### config.mk
export PLATFORM = sky130hd
export DESIGN_NAME = lsmb_front
export DESIGN_NICKNAME = d
export VERILOG_FILES = /design/src/hw/rtl/lsmb_pkg.sv /design/src/hw/rtl/lsmb_front.sv
export SDC_FILE = /design/constraint.sdc
export NUM_CORES = 1
export LEC_CHECK = 0
export BUFFER_PORTS_ARGS = -buffer_cell sky130_fd_sc_hd__buf_2
export CAP_MARGIN = 20
export CELL_PAD_IN_SITES_DETAIL_PLACEMENT = 1
export CELL_PAD_IN_SITES_GLOBAL_PLACEMENT = 2
export CORE_MARGIN = 2
export CORE_UTILIZATION = 34
export DETAILED_ROUTE_END_ITERATION = 6
export GPL_TIMING_DRIVEN = 0
export PLACE_DENSITY_LB_ADDON = 0.05
export SLEW_MARGIN = 30
export SYNTH_ARGS = -nofsm -noshare
export SYNTH_HDL_FRONTEND = slang
export SYNTH_SLANG_ARGS = --single-unit
### constraint.sdc
create_clock -name clk -period 1.2 [get_ports clk]
set_input_delay 0.06 -clock clk [delete_from_list [all_inputs] [get_ports clk]]
set_output_delay 0.06 -clock clk [all_outputs]
set_load 0.05 [all_outputs]
### src/hw/rtl/lsmb_pkg.sv
`timescale 1ns / 1ps
// ----------------------------------------------------------------------------
// lsmb_pkg
// Shared types, constants and the arctangent table for the scan merge block.
// ----------------------------------------------------------------------------
package lsmb_pkg;

    // Default number of angular bins
    localparam int BINS_DEFAULT = 360;

    // Field widths
    localparam int RANGE_W  = 16;
    localparam int ANGLE_W  = 16;
    localparam int INDEX_W  = 12;
    localparam int OFFS_W   = 16;
    localparam int QUERY_W  = 9;
    localparam int THRESH_W = 16;
    localparam int COUNT_W  = 16;

    // CORDIC datapath widths: x/y in Q16 mm, z in units of 2pi/2^24
    localparam int XW        = 37;
    localparam int ZW        = 27;
    localparam int TW        = 41;
    localparam int STEPS     = 16;
    localparam int STEP_W    = 4;
    localparam int PROD_W    = 52;
    localparam int BIN_SEL_W = 13;
    localparam int ENTRY_W   = 17;

    localparam logic [15:0]        INV_GAIN     = 16'd39797;
    localparam logic [RANGE_W-1:0] NO_RETURN    = 16'hFFFF;
    localparam logic [THRESH_W-1:0] THRESH_RESET = 16'd1500;
    localparam logic [COUNT_W-1:0] COUNT_MAX    = 16'hFFFF;
    localparam logic [ENTRY_W-1:0] EMPTY_MARK   = 17'h10000;

    localparam logic signed [ZW-1:0] HALF_TURN    = 27'sd8388608;
    localparam logic signed [ZW-1:0] QUARTER_TURN = 27'sd4194304;

    // Item kinds
    typedef enum logic [1:0] {
        KIND_SAMPLE = 2'd0,
        KIND_END    = 2'd1,
        KIND_READ   = 2'd2,
        KIND_NONE   = 2'd3
    } kind_t;

    // Classified word passed from front to back
    typedef struct packed {
        kind_t                     kind;
        logic [RANGE_W-1:0]        range_mm;
        logic [ANGLE_W-1:0]        theta;
        logic signed [OFFS_W-1:0]  offset_x;
        logic signed [OFFS_W-1:0]  offset_y;
        logic [QUERY_W-1:0]        query_bin;
    } cmd_t;

    // Back end sequencer states
    typedef enum logic [3:0] {
        S_CLEAR,
        S_IDLE,
        S_READ,
        S_ROT,
        S_OFFSET,
        S_VINIT,
        S_VEC,
        S_DIST,
        S_BIN,
        S_LOOK,
        S_UPDATE
    } state_t;

    // Arctangent of 2^-i in units of 2pi/2^24
    function automatic logic [ZW-1:0] atan_lookup(input logic [STEP_W-1:0] i);
        logic [ZW-1:0] v;
        unique case (i)
            4'd0:  v = 27'd2097152;
            4'd1:  v = 27'd1238021;
            4'd2:  v = 27'd654136;
            4'd3:  v = 27'd332050;
            4'd4:  v = 27'd166669;
            4'd5:  v = 27'd83416;
            4'd6:  v = 27'd41718;
            4'd7:  v = 27'd20860;
            4'd8:  v = 27'd10430;
            4'd9:  v = 27'd5215;
            4'd10: v = 27'd2608;
            4'd11: v = 27'd1304;
            4'd12: v = 27'd652;
            4'd13: v = 27'd326;
            4'd14: v = 27'd163;
            default: v = 27'd81;
        endcase
        return v;
    endfunction

endpackage

### src/hw/rtl/lsmb_front.sv
`timescale 1ns / 1ps
// ----------------------------------------------------------------------------
// lsmb_front
// Accepts input words, forms the total beam angle and hands classified
// words to the queue. Unknown kinds are dropped here.
// ----------------------------------------------------------------------------
module lsmb_front (
    input  logic                               clk,
    input  logic                               rst_n,
    input  logic                               accept,
    input  logic [1:0]                         kind,
    input  logic [lsmb_pkg::RANGE_W-1:0]       range_mm,
    input  logic [lsmb_pkg::ANGLE_W-1:0]       start_angle,
    input  logic [lsmb_pkg::ANGLE_W-1:0]       step_angle,
    input  logic [lsmb_pkg::INDEX_W-1:0]       sample_index,
    input  logic [lsmb_pkg::ANGLE_W-1:0]       sensor_yaw,
    input  logic signed [lsmb_pkg::OFFS_W-1:0] offset_x,
    input  logic signed [lsmb_pkg::OFFS_W-1:0] offset_y,
    input  logic [lsmb_pkg::QUERY_W-1:0]       query_bin,
    input  logic                               q_full,
    output logic                               stall,
    output logic                               q_push,
    output lsmb_pkg::cmd_t                     q_data
);
    import lsmb_pkg::*;

    logic  valid_reg;
    cmd_t  cmd_reg;
    cmd_t  cmd_next;
    logic  leave;

    // Form the beam angle modulo a full turn
    always_comb
    begin
        cmd_next.kind      = kind_t'(kind);
        cmd_next.range_mm  = range_mm;
        cmd_next.theta     = ANGLE_W'(start_angle
                             + ANGLE_W'(sample_index * step_angle) + sensor_yaw);
        cmd_next.offset_x  = offset_x;
        cmd_next.offset_y  = offset_y;
        cmd_next.query_bin = query_bin;
    end

    assign leave  = valid_reg && !q_full;
    assign stall  = valid_reg && q_full;
    assign q_push = leave && (cmd_reg.kind != KIND_NONE);
    assign q_data = cmd_reg;

    // Hold the word until the queue takes it
    always_ff @(posedge clk or negedge rst_n)
    begin
        if (!rst_n)
        begin
            valid_reg <= 1'b0;
        end
        else if (accept)
        begin
            valid_reg <= 1'b1;
        end
        else if (leave)
        begin
            valid_reg <= 1'b0;
        end
    end

    always_ff @(posedge clk)
    begin
        if (accept)
        begin
            cmd_reg <= cmd_next;
        end
    end

endmodule

==> results.md <==
* Slew HR at 0.6794
* Initial Util at 0.3483
* Die width at 145.4 um
* CP max stage delay at 510 ps
* Worst VDD drop at 2.029 mV
* Worst slack, placed at -4334 ps
* Post-route DRC at 0
* Area fraction of the dominant cell type after synthesis at 0.3312
* FFs w/ async S/R, synth at 0.01316
* CP Cell Sequence: buf_8 -> buf_8 -> buf_6 -> and2_4 -> fa_1 -> inv_2 -> fa_1 -> inv_1 -> fa_1 -> fa_1 -> fa_1 -> inv_1 -> fa_1 -> inv_2 -> ha_4 -> a21o_1 -> a21o_1 -> o21a_1 -> a211oi_4 -> a21oi_2 -> xnor2_1
* Worst setup SP type: input pin
* Reg-to-Reg End: valid_reg
* R2r worst-path depth at 2
* Critical Path Sink: q_data[56]
* CP Data Arrival Time at 4890 ps
* Post-Syn Area at 6800 um^2
* Rows at 51
* Synth Instances at 593
* Synthesized flop and latch total at 76
* Placed cell areas at 8454 um^2
* GR Util All Layers at 0.1937
* Boundary Pins at 200
* Routed vias/inst at 4.399
* Area grow syn2layout at 45.41%
* Initial antenna violation count at 1
* Number of vias in the routed layout at 5094
* Setup repair after global routing missed its margin: yes
* Pleak at 4.630 nW
* Final setup fails at 16
* Max frequency at 207.4 MHz
* Failing checks: setup timing
* Levels on crit path at 21
* Critical path buffers and inverters at 7
* Yosys cell types at 35
* Ys Warns at 0
* Final Worst Setup Slack at -3622 ps
* First-pass GRT wire length at 31910 um
* Mean post-synth cell area at 11.47 um^2
* Post-synth EDFFs at 75
* Slew @ Worst Pin at 481.0 ps
* Finished Layout Cells at 1158
* Clock Tree Buf Depth at 2
* Routed WL at 19730 um
* Die footprint at 21150 um^2
* CTS tree: yes
* CP startpoint: sample_index[1]
* DR iter-0 viols at 125
* Main flop type after synthesis: edfxtp_1
* Final #Nets at 1157
* Status: finished, violations left
* Avg WL per Cell at 17.04 um
* DP Cell Count at 1056
* Synth Net Count at 863
* TritonCTS Buffers at 9
* Min Clock Period, post-route at 4822 ps
* Clk_skew at 0 ps
* Crit path max-delay family: adder cells
* RD Place Congestion at 0.8209
* Total gr overflow at 0
* Max Cap Viol at 0
* TNS Setup at -41870 ps
* Fin area at 9888 um^2
* Hold Vio Cnt, Final at 0
* H-tree depth at 3
* R2R Setup Slk at 280 ps
* Top post-synthesis cells by area: edfxtp_1, fa_1, inv_1
* Clock slew at reported path FFs at 60 ps
* Crit path max-delay cell type: fa_1
* Port Buf Inserts at 197
* Clk Latency, worst-skew pair at 330 ps
* Pwr Density at 3102 nW/um^2
* HPWL after DPL at 14710 um
* CP endpoint kind: flop
* CTS sink count at 76
* Design Power at 30.67 mW
* WS Path Type: in -> reg
* Die height at 145.4 um
* Slew Viols, Final at 0
* Root Driver: clkbuf_16
* DRT Pass-1 Iters at 4
* Register area share after synthesis at 0.3349
* Max reg flops at 75
* Filler cells at 2175
* Sequential cell area at 2277 um^2
* Final period utilization at 4.018
* Largest area contributor in the netlist: edfxtp_1
* Core footprint at 19530 um^2
* CP max FO at 5
* Remaining antenna violation count at 0
* Multi-input gate area at 4372 um^2
* Largest net degree at the start of global routing at 44
* Hold Crit Class: in -> async
* Reg-to-Reg Start: valid_reg
* Critical path data required time at 1270 ps
* Layout cells sized above 1 at 0.3744
* Most used cell, CP: fa_1
* Vias in the first global route at 5934
layout make-up:
class | count | share of cell area
inverter | 146 | 0.05542
sequential | 76 | 0.2303
antenna | 1 | 0.0002531
timing repair buffer | 283 | 0.1903
clock inverter | 7 | 0.007592
multi-input combinational | 357 | 0.4421
clock buffer | 9 | 0.02278
tap | 265 | 0.03353
buffer | 14 | 0.01771
worst min-delay path by stage:
stage                      endpoint  slack, ps  depth (start not counted)
after global placement    valid_reg       -170                          1
after detailed placement  valid_reg       -160                          1
after CTS                 valid_reg          5                          2
final                     valid_reg         40                          2
after global routing      valid_reg         40                          2
after floorplan           valid_reg       -240                          0
power by group:
part | total (mW) | internal, mW | leakage, nW | switching, mW
sequential | 4.27 | 4.16 | 0.745 | 0.110
clock | 2.74 | 1.62 | 0.140 | 1.13
combinational | 23.7 | 11.4 | 3.75 | 12.3
routing by layer:
layer / global-route usage / routed length, um
met1: 0.2261 / 7854
met2: 0.3735 / 10920
met3: 0.03166 / 721
met4: 0.03873 / 233
met5: 0 / 0
through the flow:
stage,util,hold slack (ps)
global placement,0.4318,-165.3
finish,0.5064,41.04
detailed placement,0.4330,-161.6
global route,0.5064,44.60
CTS,0.4958,4.536
floorplan,-,-235.6
cells in the mapped netlist, types with 2 or more instances:
library cell  count
clkbuf_1         12
a21o_1            5
xnor2_1          25
xor2_1           10
and2_1           67
a21oi_1           6
fa_1            104
nand2_1          62
inv_1           146
o21a_1            5
nor2_1            6
a211oi_1          2
o21ai_0           5
edfxtp_1         75
ha_1             43
logic make-up after synthesis:
| kind of cell | count (synthesis) | synth area share |
|---|---|---|
| multiplexers | 1 | 0.001472 |
| buffers and inverters | 160 | 0.08905 |
| AO/OA/AOI/OAI | 30 | 0.03220 |
| XOR/XNOR | 37 | 0.05078 |
| adder cells (fa/ha/maj) | 147 | 0.3853 |
| AND/OR/NAND/NOR | 142 | 0.1063 |
| flip-flops | 76 | 0.3349 |
repair_timing:
item                                    CTS  global route
setup buffers                            18             7
hold buffers                             60             0
endpoints found under the setup margin   16            16
pin swaps                                25            27
resized for setup                        51            41
hold endpoints to repair                 60             0
placed cells by master, fill, tap and decap left out, types with 17 or more instances in the layout:
cell type / n
buf_2: 192
inv_1: 129
fa_1: 102
edfxtp_1: 75
dlygate4sd3_1: 60
nand2_1: 58
and2_1: 56
xnor2_1: 23
ha_4: 22
ha_1: 20
inv_2: 17
Power figures use the tool's default switching activity.
