==> src/hw/rtl/lsmb_pkg.sv <==
`timescale 1ns / 1ps
// ----------------------------------------------------------------------------
// lsmb_pkg
// Shared types, constants and the arctangent table for the scan merge block.
// ----------------------------------------------------------------------------
package lsmb_pkg;

    // Default number of angular bins
    localparam int BINS_DEFAULT = 360;

    // Field widths
    localparam int RANGE_W  = 16;
    localparam int ANGLE_W  = 16;
    localparam int INDEX_W  = 12;
    localparam int OFFS_W   = 16;
    localparam int QUERY_W  = 9;
    localparam int THRESH_W = 16;
    localparam int COUNT_W  = 16;

    // CORDIC datapath widths: x/y in Q16 mm, z in units of 2pi/2^24
    localparam int XW        = 37;
    localparam int ZW        = 27;
    localparam int TW        = 41;
    localparam int STEPS     = 16;
    localparam int STEP_W    = 4;
    localparam int PROD_W    = 52;
    localparam int BIN_SEL_W = 13;
    localparam int ENTRY_W   = 17;

    localparam logic [15:0]        INV_GAIN     = 16'd39797;
    localparam logic [RANGE_W-1:0] NO_RETURN    = 16'hFFFF;
    localparam logic [THRESH_W-1:0] THRESH_RESET = 16'd1500;
    localparam logic [COUNT_W-1:0] COUNT_MAX    = 16'hFFFF;
    localparam logic [ENTRY_W-1:0] EMPTY_MARK   = 17'h10000;

    localparam logic signed [ZW-1:0] HALF_TURN    = 27'sd8388608;
    localparam logic signed [ZW-1:0] QUARTER_TURN = 27'sd4194304;

    // Item kinds
    typedef enum logic [1:0] {
        KIND_SAMPLE = 2'd0,
        KIND_END    = 2'd1,
        KIND_READ   = 2'd2,
        KIND_NONE   = 2'd3
    } kind_t;

    // Classified word passed from front to back
    typedef struct packed {
        kind_t                     kind;
        logic [RANGE_W-1:0]        range_mm;
        logic [ANGLE_W-1:0]        theta;
        logic signed [OFFS_W-1:0]  offset_x;
        logic signed [OFFS_W-1:0]  offset_y;
        logic [QUERY_W-1:0]        query_bin;
    } cmd_t;

    // Back end sequencer states
    typedef enum logic [3:0] {
        S_CLEAR,
        S_IDLE,
        S_READ,
        S_ROT,
        S_OFFSET,
        S_VINIT,
        S_VEC,
        S_DIST,
        S_BIN,
        S_LOOK,
        S_UPDATE
    } state_t;

    // Arctangent of 2^-i in units of 2pi/2^24
    function automatic logic [ZW-1:0] atan_lookup(input logic [STEP_W-1:0] i);
        logic [ZW-1:0] v;
        unique case (i)
            4'd0:  v = 27'd2097152;
            4'd1:  v = 27'd1238021;
            4'd2:  v = 27'd654136;
            4'd3:  v = 27'd332050;
            4'd4:  v = 27'd166669;
            4'd5:  v = 27'd83416;
            4'd6:  v = 27'd41718;
            4'd7:  v = 27'd20860;
            4'd8:  v = 27'd10430;
            4'd9:  v = 27'd5215;
            4'd10: v = 27'd2608;
            4'd11: v = 27'd1304;
            4'd12: v = 27'd652;
            4'd13: v = 27'd326;
            4'd14: v = 27'd163;
            default: v = 27'd81;
        endcase
        return v;
    endfunction

endpackage

==> src/hw/rtl/lsmb_queue.sv <==
`timescale 1ns / 1ps
// ----------------------------------------------------------------------------
// lsmb_queue
// Two-entry queue of classified words between front and back.
// ----------------------------------------------------------------------------
module lsmb_queue (
    input  logic           clk,
    input  logic           rst_n,
    input  logic           push,
    input  lsmb_pkg::cmd_t push_data,
    input  logic           pop,
    output logic           full,
    output logic           empty,
    output lsmb_pkg::cmd_t head
);
    import lsmb_pkg::*;

    cmd_t       slot_reg [2];
    logic       wr_ptr_reg;
    logic       rd_ptr_reg;
    logic [1:0] count_reg;

    assign full  = (count_reg == 2'd2);
    assign empty = (count_reg == 2'd0);
    assign head  = slot_reg[rd_ptr_reg];

    // Advance pointers and count
    always_ff @(posedge clk or negedge rst_n)
    begin
        if (!rst_n)
        begin
            wr_ptr_reg <= 1'b0;
            rd_ptr_reg <= 1'b0;
            count_reg  <= 2'd0;
        end
        else
        begin
            if (push)
            begin
                wr_ptr_reg <= ~wr_ptr_reg;
            end
            if (pop)
            begin
                rd_ptr_reg <= ~rd_ptr_reg;
            end
            if (push && !pop)
            begin
                count_reg <= count_reg + 2'd1;
            end
            else if (pop && !push)
            begin
                count_reg <= count_reg - 2'd1;
            end
        end
    end

    always_ff @(posedge clk)
    begin
        if (push)
        begin
            slot_reg[wr_ptr_reg] <= push_data;
        end
    end

endmodule

==> config.mk <==
export PLATFORM = sky130hd
export DESIGN_NAME = lsmb_queue
export DESIGN_NICKNAME = d
export VERILOG_FILES = /design/src/hw/rtl/lsmb_pkg.sv /design/src/hw/rtl/lsmb_queue.sv
export SDC_FILE = /design/constraint.sdc
export NUM_CORES = 1
export LEC_CHECK = 0
export BUFFER_PORTS_ARGS = -buffer_cell sky130_fd_sc_hd__clkbuf_2
export CAP_MARGIN = 25
export CORE_UTILIZATION = 35
export CTS_CLUSTER_DIAMETER = 100
export DETAILED_ROUTE_END_ITERATION = 6
export GPL_TIMING_DRIVEN = 0
export SLEW_MARGIN = 20
export SYNTH_ARGS = -nofsm -noshare
export SYNTH_HDL_FRONTEND = slang
export SYNTH_SLANG_ARGS = --single-unit
export TNS_END_PERCENT = 1
==> constraint.sdc <==
create_clock -name clk -period 5.4 [get_ports clk]
set_input_delay 0.81 -clock clk [delete_from_list [all_inputs] [get_ports clk]]
set_output_delay 0.81 -clock clk [all_outputs]
set_load 0.1 [all_outputs]
==> results of run 1 <==
## cell type report
class / instances / area [sq um]
clock inverter: 9 / 149
inverter: 1 / 3.75
multi-input combinational: 86 / 1090
fill: 1400 / 8450
tap: 216 / 270
buffer: 8 / 67.6
timing repair buffer: 159 / 871
clock buffer: 21 / 440
sequential: 154 / 4600
## cell usage after synthesis
cell / instances / area (sq um)
and2_1: 1 / 6.26
buf_2: 3 / 15.0
buf_4: 1 / 7.51
buf_6: 4 / 45.0
dfrtp_1: 4 / 100
edfxtp_1: 150 / 4500
ha_1: 1 / 12.5
inv_1: 1 / 3.75
mux2_2: 35 / 394
mux2_4: 40 / 601
nor2_1: 2 / 7.51
nor2b_1: 2 / 12.5
xnor2_1: 1 / 8.76
xor2_1: 4 / 35.0
## logic make-up after synthesis
family | share of synthesized area (%)
flip-flops | 80.0
multiplexers | 17.3
buffers and inverters | 1.24
XOR/XNOR | 0.761
AND/OR/NAND/NOR | 0.457
adder cells (fa/ha/maj) | 0.217
## through the flow
step / setup WS [ps] / util [%] / cell area [sq um]
2_1_floorplan: 788 / - / 5750
3_3_place_gp: -1480 / 42.6 / 6800
3_5_place_dp: 2980 / 43.3 / 6900
4_1_cts: 2530 / 47.0 / 7490
5_1_grt: 2510 / 47.0 / 7490
6_report: 2610 / 47.0 / 7490
## worst max-delay path, delay by kind of cell, from the launching register on
kind	cells	cell delay [ps]
flip-flops	1	410
buffers and inverters	3	850
multiplexers	1	310
## layer usage
layer	part of all wire [%]	routed length (microns)	vias to the layer above	GRT usage [%]
met4	1.5	156	0	6.57
met2	50	5080	97	20.9
li1	-	-	1336	-
met1	42	4250	1453	13.5
met5	0	0	-	0
met3	7.0	720	10	4.76
## cell usage in the layout (no fill, tap or decap), types with 2 or more instances in the layout
cell       synthesis  final
mux2_4            40     40
clkbuf_16          0     17
clkbuf_1           0      4
clkinv_1           0      2
buf_12             0      2
xor2_1             4      4
nor2_1             2      2
buf_6              4      4
buf_2              3      3
mux2_2            35     35
bufinv_16          0      4
edfxtp_1         150    150
dfrtp_1            4      4
buf_16             0      2
clkbuf_2           0    155
## worst max-delay path by stage
stage,slack (ps),startpoint,to
finish,2610,rd_ptr_reg,head[25]
global route,2510,rd_ptr_reg,head[25]
CTS,2530,rd_ptr_reg,head[25]
detailed placement,2980,rd_ptr_reg,head[25]
global placement,-1480,push,slot_reg[0][44]
floorplan,790,push,slot_reg[0][0]
==> qor.txt, run 1 <==
status = finished clean
Critical Path RT = 4590 ps
fin. max-slew vios = 0
Net count, final = 507
vias per cell = 4.43
DR DRC count = 0
Seq/Total Area, Yosys = 80.0%
die area = 17000 sq um
fmax = 0.358 GHz
starting density of the core = 36.1%
post-DR wirelength/cell = 15.6 microns
Slowest cell on crit path = dfrtp_1
worst reg2reg startpoint = wr_ptr_reg
Hold Path Class = in2async
skew final = 7.17 ps
CTS sink count = 154
measured slew at the worst slew-check pin = 627 ps
Routed Antenna Nets = 0
CTS tree = yes
die height = 130 microns
fin cells = 654
Core Box Area = 15900 sq um
via count = 2896
FF-to-FF End = slot_reg[0][39]
clk buf depth = 2
PostCTS Resize Cnt = 0
Root Driver = clkbuf_16
cell breakdown of the critical path = buf_4 -> buf_6 -> mux2_4 -> clkbuf_2
row cnt = 46
global-route wire length before repair = 15100 microns
initial antenna violation count = 0
Cell Area, Synth = 5750 sq um
grt total ovfl = 0
CP Capture Type = output pin
Setup TNS = 0 ps
Post-CTS Repair Setup Buffers = 0
Synth Instances = 249
hpwl dp = 6910 microns
syn_nets = 329
Skew-Pair Late Insertion Delay = 410 ps
I/O Buffers = 155
die extent in x = 130 microns
Max Cap Violations = 0
fraction of layout cells with a size suffix above 1 = 61.2%
CP Data Arrival Time = 1980 ps
n_diodes = 0
Setup violations, final = 0
initial DRC count = 118
Largest stage delay, worst path = 410 ps
Yosys cell types = 14
R2R Setup Slk = 3700 ps
GP Congestion = 0.652
total track usage = 12.4%
Final Critical Period = 2790 ps
largest net degree at the start of global routing = 40
final hold vios = 0
CP max FO = 10
Crit Path Class = reg2out
R2R cell count = 3
max FFs per register = 150
placed cells = 624
Yosys warning total = 0
Ports = 156
CTS buffer count = 17
wirelength, routed = 10200 microns
unrepaired setup endpoints after global routing = false
Worst Hold Margin = 207 ps
Pre-Repair DR Iteration Count = 3
syn_area_per_cell = 23.1 sq um
Syn-to-layout area delta = 30.3%
hold buffer count at CTS = 0
clock slew at reported path FFs = 50 ps
post-route clock period utilization = 51.7%
Rel. slew slack = 58.1%
number of global-route vias before repair = 3026
CTS H-tree lvls = 4
register bit total from synthesis = 154
Startpoint Class = register
Power of run 1 is not shown: default switching activity piles up to over one toggle a cycle in this logic, so the estimate is an artifact.
==> run 2: changes to the inputs <==
--- a/config.mk
+++ b/config.mk
@@ -5,6 +5,7 @@
 export SDC_FILE = /design/constraint.sdc
 export NUM_CORES = 1
 export LEC_CHECK = 0
+export ABC_AREA = 1
 export BUFFER_PORTS_ARGS = -buffer_cell sky130_fd_sc_hd__clkbuf_2
 export CAP_MARGIN = 25
 export CORE_UTILIZATION = 35
==> constraint.sdc (replaced) <==
create_clock -name clk -period 2.6 [get_ports clk]
set_input_delay 0.39 -clock clk [delete_from_list [all_inputs] [get_ports clk]]
set_output_delay 0.39 -clock clk [all_outputs]
set_load 0.1 [all_outputs]
==> run 2 against run 1 <==
Effect of this change:
- cell count rose by 1.8%
- largest cell class unchanged
- die area grew 0.35%
- core utilization grew 0.12 points
- design area is 0.62% higher
- synthesized area grew 0.35%
==> qor.txt, run 2 <==
number of global-route vias before repair = 3083 (+1.9%)
Net count, final = 517 (+2.0%)
top cells by area, synth = edfxtp_1 (78%), mux2_4 (10%), mux2_2 (6.8%)
initial antenna violation count = 0 (unchanged)
measured slew at the worst slew-check pin = 624 ps (-3.72 ps)
syn_nets = 338 (+2.7%)
Root Driver = clkbuf_16
R2R Setup Slk = 1000 ps (-2700 ps)
status = finished clean
CTS sink count = 154 (unchanged)
DR DRC count = 0 (unchanged)
FF-to-FF End = slot_reg[1][44]
fin. max-slew vios = 0 (unchanged)
Syn-to-layout area delta = 30.6%
Critical Path RT = 2210 ps (-2380 ps)
Rel. slew slack = 58.3% (+0.24 points)
register bit total from synthesis = 154 (unchanged)
global-route wire length before repair = 15300 microns (+1.4%)
Post-CTS Repair Setup Buffers = 0 (unchanged)
hold-critical path depth = 1
via count = 2915 (+0.66%)
R2R cell count = 3 (unchanged)
Max Cap Violations = 0 (unchanged)
# fillers = 1406 (+0.43%)
hold buffer count at CTS = 1 (+1)
post-synth top area share = 78.0% (-0.27 points)
clock slew at reported path FFs = 60 ps (about the same)
Core Box Area = 16000 sq um (+0.36%)
n_diodes = 0 (unchanged)
CTS H-tree lvls = 4 (unchanged)
CTS tree = yes
Synth Instances = 258 (+3.6%)
Skew-Pair Late Insertion Delay = 410 ps (about the same)
wirelength, routed = 10400 microns (+1.6%)
post-route clock period utilization = 90.4%
post-synth top area cell = edfxtp_1
Cell Area, Synth = 5770 sq um (+0.35%)
PostCTS Resize Cnt = 0 (unchanged)
max FFs per register = 150 (unchanged)
die height = 130 microns (+0.17%)
Pre-Repair DR Iteration Count = 4 (+1)
Startpoint Class = register
launch point of the critical path = rd_ptr_reg
Final Critical Period = 2350 ps
most frequent cells after synthesis = edfxtp_1 (150), mux2_4 (40), mux2_2 (35)
hpwl dp = 7060 microns (+2.1%)
critical path endpoint = head[21]
Setup TNS = 0 ps (unchanged)
unrepaired setup endpoints after global routing = false
CP Capture Type = output pin
area post-placement = 6920 sq um (+0.29%)
I/O Buffers = 155 (unchanged)
Yosys cell types = 15 (+1)
Routed Antenna Nets = 0 (unchanged)
commonest non-fill, non-tap cell in the layout = clkbuf_2
GP Congestion = 0.674 (+3.4%)
Setup violations, final = 0 (unchanged)
clk buf depth = 2 (unchanged)
Final Instance Area = 7540 sq um (+0.62%)
vias per cell = 4.38 (-1.2%)
CP Data Arrival Time = 1960 ps (-20 ps)
final hold vios = 0 (unchanged)
grt total ovfl = 0 (unchanged)
Yosys warning total = 0 (unchanged)
worst reg2reg startpoint = wr_ptr_reg
die area = 17000 sq um (+0.35%)
starting density of the core = 36.1% (about the same)
ys flop type = edfxtp_1
syn_area_per_cell = 22.4 sq um (-3.2%)
total track usage = 12.6% (+0.19 points)
fmax = 0.425 GHz
skew final = 7.87 ps (+0.701 ps)
post-DR wirelength/cell = 15.6 microns (-0.23%)
CP max FO = 10 (unchanged)
most frequent cells in the layout = clkbuf_2 (155), edfxtp_1 (150), mux2_4 (40)
CTS buffer count = 17 (unchanged)
count leader, synth = edfxtp_1
number of synthesized flops with an enable pin = 150 (unchanged)
row cnt = 46 (unchanged)
Ports = 156 (unchanged)
fraction of layout cells with a size suffix above 1 = 60.0% (-1.2 points)
Hold Path Class = in2reg
die extent in x = 130 microns (+0.17%)
largest net degree at the start of global routing = 43 (+7.5%)
initial DRC count = 133 (+13%)
Crit Path Class = reg2out
Seq/Total Area, Yosys = 79.8% (-0.28 points)
ys async rst share = 2.60% (unchanged)
==> run 2: cells by family after synthesis <==
logic type    share of synthesized area, %
xor+xnor                             0.455
fa+ha+maj                            0.217
buf+inv                               1.63
flops                                 79.8
mux                                   17.2
simple gates                         0.715
==> run 2: cell type report <==
type                    count  area (sq um)  area share (%)
plain buffers               8          67.6           0.896
multi-input cells          89          1080            14.4
clock inverters            13           173            2.29
repair buffers            160           881            11.7
clock buffers              19           433            5.74
inverters                   7          28.8           0.382
flip-flops and latches    154          4600            61.1
well taps                 216           270            3.58
==> run 2: worst max-delay path, stage by stage, from the launching register on <==
cell      delay [ps]
dfrtp_1          380
buf_4            250
buf_6            220
mux2_4           310
clkbuf_2         380
==> run 2: worst min-delay path by stage <==
stage,to,slack (ps),startpoint
after floorplan,count_reg[0],90,rst_n
after global placement,rd_ptr_reg,200,rst_n
after detailed placement,wr_ptr_reg,210,rst_n
after CTS,slot_reg[0][24],140,push_data[24]
after global routing,slot_reg[0][24],130,push_data[24]
final,slot_reg[1][28],160,push_data[28]
==> run 2: stage by stage <==
stage / worst slack (ps) / utilization [%] / std cells / hold WS (ps)
detailed placement: 631 / 43.3 / 633 / 206
global route: 141 / 47.1 / 666 / 133
finish: 249 / 47.1 / 666 / 163
floorplan: 246 / - / 258 / 94.4
CTS: 185 / 47.1 / 666 / 141
global placement: -827 / 42.7 / 629 / 199
==> run 2: layer usage <==
metal | GRT usage [%] | wire (microns) | up-vias
met5 | 0 | 0 | -
met4 | 4.26 | 88 | 0
met3 | 6.07 | 717 | 7
met2 | 21.7 | 5310 | 102
met1 | 13.5 | 4260 | 1435
li1 | - | - | 1371
Power of run 2 is left out for the same reason.
